--- config.mk ---
export PLATFORM = sky130hd
export DESIGN_NAME = delimited_frame_receiver
export DESIGN_NICKNAME = d
export VERILOG_FILES = /design/src/hw/rtl/dfr_pkg.sv /design/src/hw/rtl/delimited_frame_receiver.sv /design/src/hw/rtl/dfr_ram.sv /design/src/hw/rtl/dfr_obuf.sv
export VERILOG_INCLUDE_DIRS = /design/src /design/src/hw/rtl
export SDC_FILE = /design/constraint.sdc
export NUM_CORES = 1
export LEC_CHECK = 0
export BUFFER_PORTS_ARGS = -buffer_cell sky130_fd_sc_hd__clkbuf_2
export CAP_MARGIN = 20
export CELL_PAD_IN_SITES_DETAIL_PLACEMENT = 1
export CELL_PAD_IN_SITES_GLOBAL_PLACEMENT = 1
export CORE_AREA = 2 2 336 238
export CTS_CLUSTER_DIAMETER = 200
export CTS_CLUSTER_SIZE = 40
export DETAILED_ROUTE_END_ITERATION = 10
export DIE_AREA = 0 0 338 240
export PLACE_DENSITY = 0.57
export SYNTH_ARGS = -nofsm -noshare
export SYNTH_HDL_FRONTEND = slang
export SYNTH_HIERARCHICAL = 1
export SYNTH_SLANG_ARGS = --single-unit
--- constraint.sdc ---
create_clock -name clk_i -period 3.2 [get_ports clk_i]
set_clock_uncertainty 0.1 [all_clocks]
set_input_delay 0.32 -clock clk_i [delete_from_list [all_inputs] [get_ports clk_i]]
set_output_delay 0.32 -clock clk_i [all_outputs]
set_load 0.02 [all_outputs]
--- src/hw/rtl/delimited_frame_receiver_defines.svh ---
// Assertion macros shared by the frame receiver RTL.
// Expects clk_i and rst_ni in the scope of each use.
`ifndef DELIMITED_FRAME_RECEIVER_DEFINES_SVH
`define DELIMITED_FRAME_RECEIVER_DEFINES_SVH

// Check that cons holds in the same cycle as ante.
`define DFR_ASSERT_IMP(lbl, ante, cons, msg) \
  lbl: assert property (@(posedge clk_i) disable iff (!rst_ni) (ante) |-> (cons)) \
    else $error(msg);

// Check that cons holds in the cycle after ante.
`define DFR_ASSERT_NXT(lbl, ante, cons, msg) \
  lbl: assert property (@(posedge clk_i) disable iff (!rst_ni) (ante) |=> (cons)) \
    else $error(msg);

`endif

--- src/hw/rtl/dfr_pkg.sv ---
// Shared types and constants for the delimited frame receiver.
// No dependencies.
`timescale 1ns / 1ps
`default_nettype none

package dfr_pkg;

  localparam int unsigned DataW         = 8;
  localparam int unsigned FrameBytesDef = 64;

  localparam logic [DataW-1:0] StartCharRst = 8'h02;
  localparam logic [DataW-1:0] EndCharRst   = 8'hFF;

  // Configuration register indexes.
  typedef enum logic [0:0] {
    CFG_START_CHAR = 1'b0,
    CFG_END_CHAR   = 1'b1
  } cfg_reg_e;

  typedef enum logic [0:0] {
    ST_COLLECT = 1'b0,
    ST_DRAIN   = 1'b1
  } rx_state_e;

  // One output beat.
  typedef struct packed {
    logic [DataW-1:0] msg_byte;
    logic             last;
  } out_beat_t;

  // Status of the output buffer, seen by the drain control.
  typedef struct packed {
    logic [1:0] count;
    logic       pop;
  } obuf_stat_t;

endpackage

`default_nettype wire

--- src/hw/rtl/delimited_frame_receiver.sv ---
// Top level of the delimited frame receiver: collect control, frame RAM, output buffer.
// Depends on dfr_pkg, dfr_ram, dfr_obuf and delimited_frame_receiver_defines.svh.
`timescale 1ns / 1ps
`default_nettype none
`include "delimited_frame_receiver_defines.svh"

// Collects received bytes (one per slave beat) into a frame RAM of FRAME_BYTES entries, of
// which FRAME_BYTES-1 are usable. A byte equal to start_char restarts the frame and is kept
// as its first byte; any other byte except end_char is appended, and such a byte arriving when the
// frame already holds FRAME_BYTES-1 bytes is dropped and the frame restarts empty. When
// start_char and end_char match, that byte acts as end_char. An end_char beat on a non-empty
// frame releases the stored bytes on the master stream in received order, tlast on the final
// one; on an empty frame it does nothing. Timing: an ordinary byte leaves the slave side ready
// again right away. A closing byte on a non-empty frame holds tready low while the single RAM
// read port walks the frame; the first byte reaches the master side through the drain state,
// the registered RAM read and the output buffer, and the two-beat output buffer keeps reads
// going at one per cycle unless the master side stalls. Configuration writes are always taken
// (cfg_ready_o is tied high) and must only be made while the block is idle.
module delimited_frame_receiver #(
  parameter int unsigned FRAME_BYTES = dfr_pkg::FrameBytesDef
) (
  input  wire logic                      clk_i,
  input  wire logic                      rst_ni,
  // Slave stream: tdata = rx_byte[7:0].
  input  wire logic                      s_axis_tvalid_i,
  output logic                           s_axis_tready_o,
  input  wire logic [dfr_pkg::DataW-1:0] s_axis_tdata_i,
  // Master stream: tdata = msg_byte[7:0]; tlast = last.
  output logic                           m_axis_tvalid_o,
  input  wire logic                      m_axis_tready_i,
  output logic      [dfr_pkg::DataW-1:0] m_axis_tdata_o,
  output logic                           m_axis_tlast_o,
  // Configuration write channel.
  input  wire logic                      cfg_valid_i,
  output logic                           cfg_ready_o,
  input  wire logic [0:0]                cfg_index_i,
  input  wire logic [dfr_pkg::DataW-1:0] cfg_data_i
);
  import dfr_pkg::*;

  localparam int unsigned IdxW = $clog2(FRAME_BYTES);
  localparam logic [IdxW-1:0] FrameLast = IdxW'(FRAME_BYTES - 1);

  rx_state_e        state_q, state_d;
  logic [DataW-1:0] start_char_q, end_char_q;
  logic [IdxW-1:0]  fill_q, fill_d;
  logic [IdxW-1:0]  rd_ptr_q, rd_ptr_d;
  logic [IdxW-1:0]  drain_last_q, drain_last_d;
  logic             rd_pend_q, rd_last_q;

  logic             in_beat;
  logic             is_end, is_start;
  logic [IdxW-1:0]  base_idx;
  logic             mem_we;
  logic             rd_en, rd_last;
  logic [DataW-1:0] mem_rdata;
  logic [2:0]       buf_after;
  obuf_stat_t       ob_stat;
  out_beat_t        ob_beat;
  out_beat_t        push_beat;

  assign cfg_ready_o = 1'b1;

  // Register writes; an index outside the list cannot be formed on a one-bit index.
  always_ff @(posedge clk_i or negedge rst_ni) begin
    if (!rst_ni) begin
      start_char_q <= StartCharRst;
      end_char_q   <= EndCharRst;
    end else if (cfg_valid_i) begin
      unique case (cfg_reg_e'(cfg_index_i))
        CFG_START_CHAR: start_char_q <= cfg_data_i;
        CFG_END_CHAR:   end_char_q   <= cfg_data_i;
        default: ;
      endcase
    end
  end

  assign s_axis_tready_o = (state_q == ST_COLLECT);
  assign in_beat         = s_axis_tvalid_i && s_axis_tready_o;
  assign is_end          = (s_axis_tdata_i == end_char_q);
  assign is_start        = (s_axis_tdata_i == start_char_q);
  // A start byte rewinds to slot zero before it is stored.
  assign base_idx        = is_start ? '0 : fill_q;

  // Beats already buffered, plus the read in flight, minus the one leaving now.
  assign buf_after = {1'b0, ob_stat.count} + {2'b0, rd_pend_q} - {2'b0, ob_stat.pop};
  assign rd_last   = (rd_ptr_q == drain_last_q);

  always_comb begin
    state_d      = state_q;
    fill_d       = fill_q;
    rd_ptr_d     = rd_ptr_q;
    drain_last_d = drain_last_q;
    mem_we       = 1'b0;
    rd_en        = 1'b0;
    unique case (state_q)
      ST_COLLECT: begin
        if (in_beat) begin
          if (is_end) begin
            // Release a non-empty frame; an empty one is left as is.
            if (fill_q != '0) begin
              state_d      = ST_DRAIN;
              rd_ptr_d     = '0;
              drain_last_d = fill_q - 1'b1;
              fill_d       = '0;
            end
          end else if (base_idx < FrameLast) begin
            mem_we = 1'b1;
            fill_d = base_idx + 1'b1;
          end else begin
            // Frame full: drop the byte and restart.
            fill_d = '0;
          end
        end
      end
      ST_DRAIN: begin
        // Issue a read only when the output buffer is sure to have room for it.
        if (buf_after < 3'd2) begin
          rd_en    = 1'b1;
          rd_ptr_d = rd_ptr_q + 1'b1;
          if (rd_last) begin
            state_d = ST_COLLECT;
          end
        end
      end
      default: state_d = ST_COLLECT;
    endcase
  end

  always_ff @(posedge clk_i or negedge rst_ni) begin
    if (!rst_ni) begin
      state_q <= ST_COLLECT;
    end else begin
      state_q <= state_d;
    end
  end

  always_ff @(posedge clk_i or negedge rst_ni) begin
    if (!rst_ni) begin
      fill_q       <= '0;
      rd_ptr_q     <= '0;
      drain_last_q <= '0;
      rd_pend_q    <= 1'b0;
      rd_last_q    <= 1'b0;
    end else begin
      fill_q       <= fill_d;
      rd_ptr_q     <= rd_ptr_d;
      drain_last_q <= drain_last_d;
      rd_pend_q    <= rd_en;
      rd_last_q    <= rd_en && rd_last;
    end
  end

  // Frame store; writes and reads never share a cycle, so no forwarding is needed.
  dfr_ram #(
    .Width(DataW),
    .Depth(FRAME_BYTES)
  ) u_frame_ram (
    .clk_i  (clk_i),
    .we_i   (mem_we),
    .waddr_i(base_idx),
    .wdata_i(s_axis_tdata_i),
    .re_i   (rd_en),
    .raddr_i(rd_ptr_q),
    .rdata_o(mem_rdata)
  );

  assign push_beat.msg_byte = mem_rdata;
  assign push_beat.last     = rd_last_q;

  dfr_obuf u_obuf (
    .clk_i      (clk_i),
    .rst_ni     (rst_ni),
    .push_i     (rd_pend_q),
    .push_beat_i(push_beat),
    .valid_o    (m_axis_tvalid_o),
    .ready_i    (m_axis_tready_i),
    .beat_o     (ob_beat),
    .stat_o     (ob_stat)
  );

  assign m_axis_tdata_o = ob_beat.msg_byte;
  assign m_axis_tlast_o = ob_beat.last;

  `DFR_ASSERT_IMP(a_fill_bound, 1'b1, fill_q <= FrameLast, "fill index past last usable slot")
  `DFR_ASSERT_IMP(a_no_rw_clash, mem_we, !rd_en, "frame RAM written during drain")
  `DFR_ASSERT_NXT(a_drain_done, rd_en && rd_last, state_q == ST_COLLECT, "drain did not end")

endmodule

`default_nettype wire

--- src/hw/rtl/dfr_ram.sv ---
// Generic single-write, single-read synchronous RAM with registered read.
// No dependencies.
`timescale 1ns / 1ps
`default_nettype none

module dfr_ram #(
  parameter int unsigned Width = 8,
  parameter int unsigned Depth = 64
) (
  input  wire logic                     clk_i,
  input  wire logic                     we_i,
  input  wire logic [$clog2(Depth)-1:0] waddr_i,
  input  wire logic [Width-1:0]         wdata_i,
  input  wire logic                     re_i,
  input  wire logic [$clog2(Depth)-1:0] raddr_i,
  output logic      [Width-1:0]         rdata_o
);

  logic [Width-1:0] mem_q [Depth];

  always_ff @(posedge clk_i) begin
    if (we_i) begin
      mem_q[waddr_i] <= wdata_i;
    end
    if (re_i) begin
      rdata_o <= mem_q[raddr_i];
    end
  end

endmodule

`default_nettype wire

--- src/hw/rtl/dfr_obuf.sv ---
// Two-entry output buffer between the frame RAM read port and the master stream.
// Depends on dfr_pkg and delimited_frame_receiver_defines.svh.
`timescale 1ns / 1ps
`default_nettype none
`include "delimited_frame_receiver_defines.svh"

module dfr_obuf (
  input  wire logic               clk_i,
  input  wire logic               rst_ni,
  input  wire logic               push_i,
  input  wire dfr_pkg::out_beat_t push_beat_i,
  output logic                    valid_o,
  input  wire logic               ready_i,
  output dfr_pkg::out_beat_t      beat_o,
  output dfr_pkg::obuf_stat_t     stat_o
);
  import dfr_pkg::*;

  out_beat_t  slot_q [2];
  logic       wr_ptr_q, wr_ptr_d;
  logic       rd_ptr_q, rd_ptr_d;
  logic [1:0] count_q, count_d;
  logic       pop;

  assign valid_o = (count_q != 2'd0);
  assign pop     = valid_o && ready_i;
  assign beat_o  = slot_q[rd_ptr_q];
  assign stat_o  = '{count: count_q, pop: pop};

  always_comb begin
    wr_ptr_d = push_i ? ~wr_ptr_q : wr_ptr_q;
    rd_ptr_d = pop ? ~rd_ptr_q : rd_ptr_q;
    count_d  = count_q + {1'b0, push_i} - {1'b0, pop};
  end

  always_ff @(posedge clk_i or negedge rst_ni) begin
    if (!rst_ni) begin
      wr_ptr_q <= 1'b0;
      rd_ptr_q <= 1'b0;
      count_q  <= 2'd0;
    end else begin
      wr_ptr_q <= wr_ptr_d;
      rd_ptr_q <= rd_ptr_d;
      count_q  <= count_d;
    end
  end

  always_ff @(posedge clk_i) begin
    if (push_i) begin
      slot_q[wr_ptr_q] <= push_beat_i;
    end
  end

  `DFR_ASSERT_IMP(a_no_overflow, push_i && !pop, count_q != 2'd2, "output buffer overflow")
  `DFR_ASSERT_IMP(a_count_range, 1'b1, count_q != 2'd3, "output buffer count out of range")
  `DFR_ASSERT_NXT(a_count_hold, !push_i && !pop, count_q == $past(count_q), "count moved idle")

endmodule

`default_nettype wire

* Yosys cells after proc, flatten, opt, wreduce, memory -nomap -nowiden *
Memory sizes are Yosys's and may differ from the RTL's. A register that Yosys moved wholly into a read port is not among the register bits.
Cells that the tools add are included.

operators by class
  equality and inequality tests = 8
  bitwise operators = 4
  magnitude comparators = 2
  divide/modulo/power cells = 0
  add/subtract/negate cells = 7
  shift operators = 0
  reductions and logical operators = 10
  multiply operators = 0
  mux-type cells = 24

operators by type and width
  kind                   number
  $mux W6                7
  $eq A8 B8 Y1           2
  $mux W1                15
  $add A6 B1 Y6 const B  2
  $pmux W6 S2            1
  $ne A2 B1 Y1 const B   5
  $reduce_and A4 Y1      2
  $eq A6 B6 Y1           1
  $lt A6 B6 Y1 const B   1
  $reduce_bool A6 Y1     1
  $sub A6 B1 Y6 const B  1
  $not A1 Y1             4
  $reduce_and A2 Y1      2
  $add A2 B1 Y3          1
  $logic_and A1 B1 Y1    3
  $lt A3 B2 Y1 const B   1
  $reduce_and A3 Y1      1
  $sub A3 B1 Y3          1
  $add A2 B1 Y2          1
  $pmux W1 S2            1
  $reduce_bool A2 Y1     1
  $sub A2 B1 Y2          1

word-level totals
  memories = 2
  bits of input ports = 22
  bits in read-only memories = 0
  register bits after elaboration = 41
  output and inout port bits = 12
  bits in latches = 0
  memory bits (writable) = 530

memories
  name               depth  width  rd ports  clocked after memory_dff  wr ports  line            source
  u_frame_ram.mem_q  64     8      1         1                         1         dfr_ram.sv:19   logic [Width-1:0] mem_q [Depth];
  u_obuf.slot_q      2      9      1         0                         1         dfr_obuf.sv:19  out_beat_t slot_q [2];

* Longest topological paths before layout *
  depth after elaboration = 9
  mapped depth = 12
  gate-level depth less buffers = 11

* Modules after synthesis *
The synthesis kept the hierarchy.

modules (own cells, without submodules)
  module                    area each (um^2)  instances  cells an instance
  dfr_ram                   20246.9           1          940
  delimited_frame_receiver  2030.7            1          189
  dfr_obuf                  888.4             1          45

* Least setup slack after synthesis *
Ideal clock, no wire load.

  path kind = register to register
  from = reg start_char_q[5]
  to = mem u_frame_ram.mem_q[62][0] (enable)
  clock period less this slack = 3.439 ns
  arrival time = 2.969 ns
  setup slack = -0.239 ns
  cell stages (with the launch flop) = 11
  library setup time = 0.370 ns
  buffers on the path = 0
  cell sequence = dfrtp_1 > xor2_1 > nor4_1 > a21oi_1 > ha_1 > nand3_1 > nor2_1 > a21oi_1 > nor2b_1 > nand3_1 > nor2_1

on the way
  word-level cells in the longest chain between the ends = 9

RTL lines
  element                        line                             source
  start: declaration             delimited_frame_receiver.sv:45   logic [DataW-1:0] start_char_q, end_char_q;
  start signal: assignment       delimited_frame_receiver.sv:67   start_char_q <= StartCharRst;
  start signal: assignment       delimited_frame_receiver.sv:71   CFG_START_CHAR: start_char_q <= cfg_data_i;
  $eq A8 B8 Y1                   delimited_frame_receiver.sv:81   assign is_start = (s_axis_tdata_i == start_char_q);
  $mux W6                        delimited_frame_receiver.sv:83   assign base_idx = is_start ? '0 : fill_q;
  via base_idx[0]                delimited_frame_receiver.sv:53   logic [IdxW-1:0] base_idx;
  $lt A6 B6 Y1                   delimited_frame_receiver.sv:107  end else if (base_idx < FrameLast) begin
  $mux W1                        delimited_frame_receiver.sv:107
  $mux W1                        delimited_frame_receiver.sv:99   if (is_end) begin
  $mux W1                        delimited_frame_receiver.sv:98   if (in_beat) begin
  $mux W1                        delimited_frame_receiver.sv:96   unique case (state_q)
  via mem_we                     delimited_frame_receiver.sv:54   logic mem_we;
  $mux W1                        dfr_ram.sv:22                    if (we_i) begin
  $mux W1 (not written as such)  dfr_ram.sv:23                    mem_q[waddr_i] <= wdata_i;
  end: declaration               dfr_ram.sv:19

The timed path passes the listed nets, and every way through them passes these cells.

==> flow_metrics.env <==
export IMPL_grt_use_total_pct=15.5
export IMPL_synth_seq_cells=579
export IMPL_clockRootBuffer="clkbuf_16"
export IMPL_drv_slew=0
export IMPL_fin_crit_ps=3170
export IMPL_viasPerCell=4.88
export IMPL_gp_congestion=0.793
export IMPL_synth_cells=1174
export IMPL_drt_first_pass_iters=5
export IMPL_fmax_mhz=316
export IMPL_worstHoldStart="cfg_data_i[2]"
export IMPL_rows=86
export IMPL_cts_buffers=18
export IMPL_cp_arrival_ps=3520
export IMPL_holdPathStages=2
export IMPL_wl_per_cell_um=25.7
export IMPL_endpoint_kind="flop"
export IMPL_clk_pin_slew_ps=140
export IMPL_hp_class="input port to flop"
export IMPL_status="finished, final reports clean"
export IMPL_rr_endpoint="u_frame_ram/rdata_o[6]"
export IMPL_core_area_um2=78000
export IMPL_seq_area_frac_synth_pct=74.2
export IMPL_route_detailed_drc=0
export IMPL_yosysTopAreaCellShare_pct=69.7
export IMPL_crit_fanout=12
export IMPL_dp_hpwl_um=42400
export IMPL_grt_max_degree=65
export IMPL_finalHoldViolCount=0
export IMPL_slew_headroom_pct=38.5
export IMPL_clock_path_buffers=3
export IMPL_required_ps=3550
export IMPL_ir_drop_uv=347
export IMPL_place_ws_ps=-148
export IMPL_post_route_period_util_pct=99.0
export IMPL_holdPathEnd="end_char_q[2]"
export IMPL_cts_sinks=579
export IMPL_rr_startpoint="rd_ptr_q[0]"
export IMPL_layout_drive_gt1_share_pct=33.6
export IMPL_synth_common_cells="edfxtp_1, mux4_2, nor2_1"
export IMPL_synth_most_common_cell="edfxtp_1"
export IMPL_ys_warn_count=6
export IMPL_tns_ps=0
export IMPL_startpoint_type="flop"
export IMPL_dieArea_um2=81100
export IMPL_synth_top_area_cell="edfxtp_1"
export IMPL_worst_slack_ps=32.0
export IMPL_setup_viol=0
export IMPL_n_antenna_cell=0
export IMPL_vias=11762
export IMPL_worst_pin_slew_ps=911
export IMPL_final_nets=1372
export IMPL_rrSetupSlack_ps=30
export IMPL_dieWidth_um=338
export IMPL_ant_nets=0
export IMPL_htreeDepth=1
export IMPL_grt_pass1_wl_um=90100
export IMPL_async_flop_share_pct=7.08
export IMPL_syn_avg_cell_area_um2=19.7
export IMPL_initial_utilization_pct=29.7
export IMPL_insertion_delay_ps=590
export IMPL_placement_io_buffers=32
export IMPL_yosys_top_cells_area="edfxtp_1, mux4_2, dfrtp_1"
export IMPL_mappedNetlistArea_um2=23200
export IMPL_power_density_nw_per_um2=618
export IMPL_p_leak_uw=0.00836
export IMPL_synth_edf_count=538
export IMPL_synthDistinctLibCells=58
export IMPL_ff2ff_path_depth=9
export IMPL_drt_iter0_markers=1087
export IMPL_crit_type="flop to flop"
export IMPL_wl_um=62100
export IMPL_drv_cap=0
export IMPL_rsz0062_at_grt="true"
export IMPL_syn_nets=1203
export IMPL_ys_flop_type="edfxtp_1"
export IMPL_grt_overflow=0
export IMPL_area_growth_pct=15.4
export IMPL_ios=34
export IMPL_cts_tree="yes"
export IMPL_antenna_found_initial=6
export IMPL_die_height_um=240
export IMPL_first_global_vias=12162
export IMPL_setup_worst_path_start="rd_ptr_q[0]"
-- what timing repair did --
action / in CTS / in global routing
hold endpoints to repair: 43 / 0
setup endpoints to repair: 185 / 497
pin swaps: 1 / 1
resized for setup: 5 / 33
hold buffers: 7 / 0
buffers inserted: 0 / 1
-- stage by stage --
step / util, % / cells / total power, uW / cell area [um^2] / hold WS [ps]
5_1_grt: 34.3 / 2411 / 17200 / 26700 / 31.4
2_1_floorplan: - / 1174 / 11500 / 23300 / -75.6
4_1_cts: 34.1 / 2410 / 16600 / 26600 / 24.6
3_5_place_dp: 33.3 / 2371 / 13300 / 26000 / 338
3_3_place_gp: 33.3 / 2371 / 13200 / 26000 / 329
6_report: 34.3 / 2411 / 16500 / 26700 / 37.0
-- cells by family (layout without fill, tap and decap cells) --
logic type / count (synthesis) / in the layout / share of synthesized area, %
adders and majority gates: 7 / 7 / 0.410
DFF: 579 / 579 / 74.2
and+or+nand+nor: 213 / 213 / 4.34
xor gates and xnor gates: 36 / 36 / 1.36
other: 1 / 1 / 0.0162
buffers and inverters: 72 / 253 / 1.80
muxes: 193 / 193 / 15.5
AOI/OAI and AO/OA: 73 / 73 / 2.33
-- area by class of cell --
type	instances	area (um^2)
flip-flops and latches	579	17200
multi-input cells	523	5770
clock inverters	1	30.0
inverters	11	41.3
repair buffers	210	1840
well taps	1056	1320
clock buffers	31	520
fillers	7791	51300
-- metal layers --
metal,share of wire [%],wire length (um),up-vias,track usage (%)
li1,-,-,5037,-
met1,52,32300,6359,25.4
met2,41,25600,331,21.7
met3,5.8,3600,35,2.51
met4,0.89,551,0,1.68
met5,0,0,-,0
-- worst max path at each step --
stage / cells past startpoint / slack (ps) / end
2_1_floorplan: 10 / -60 / u_frame_ram/mem_q[58][0]
3_3_place_gp: 9 / -140 / u_frame_ram/rdata_o[6]
3_5_place_dp: 15 / -150 / u_frame_ram/mem_q[2][2]
4_1_cts: 14 / 20 / u_frame_ram/mem_q[48][5]
5_1_grt: 14 / -30 / u_frame_ram/mem_q[53][3]
6_report: 9 / 30 / u_frame_ram/rdata_o[6]
-- sequential cells by signal, summed over array words and instances (netlist names) --
register and cells:
drain_last_q 6, rd_ptr_q 6, u_obuf/count_q 2, state_q 1, u_frame_ram/mem_q 512, rd_last_q 1
u_obuf/rd_ptr_q 1, fill_q 6, u_obuf/wr_ptr_q 1, u_obuf/slot_q 18, start_char_q 8, u_frame_ram/rdata_o 8
end_char_q 8, rd_pend_q 1
-- cells in the final DEF (no fill, tap or decap), types with 7 or more instances in the layout --
cell           instances
nand3_1               17
dlygate4sd3_1          7
clkbuf_1              12
xnor2_1                8
nand2b_1               8
nor3_1                 7
nor2b_1               18
nor2_2                24
nand2_1               33
dfstp_2                9
o22ai_1                8
mux2i_1               24
nor2_1                61
inv_1                 11
mux4_2               126
buf_12                20
o221ai_1               8
dfrtp_1               28
clkbuf_16             19
buf_4                132
mux2_2                29
a21oi_1                7
edfxtp_1             538
buf_6                 19
xor2_1                28
mux2_4                 9
nor2_4                11
clkbuf_2              32
-- worst max-delay path, stage by stage (launching register included) --
cell	delay, ps
dfrtp_4	600
buf_12	190
buf_4	210
mux4_2	340
nor2_1	40
nor4_1	620
nor3_1	130
buf_4	170
o32ai_2	420
buf_4	190
-- power by group --
part | switching [uW] | total (uW) | internal (uW) | leakage, uW
Clock | 2210 | 3370 | 1160 | 0.000260
Sequential | 256 | 8920 | 8660 | 0.00533
Combinational | 2360 | 4230 | 1870 | 0.00277
Note: power is estimated with default switching activity, not from simulation.
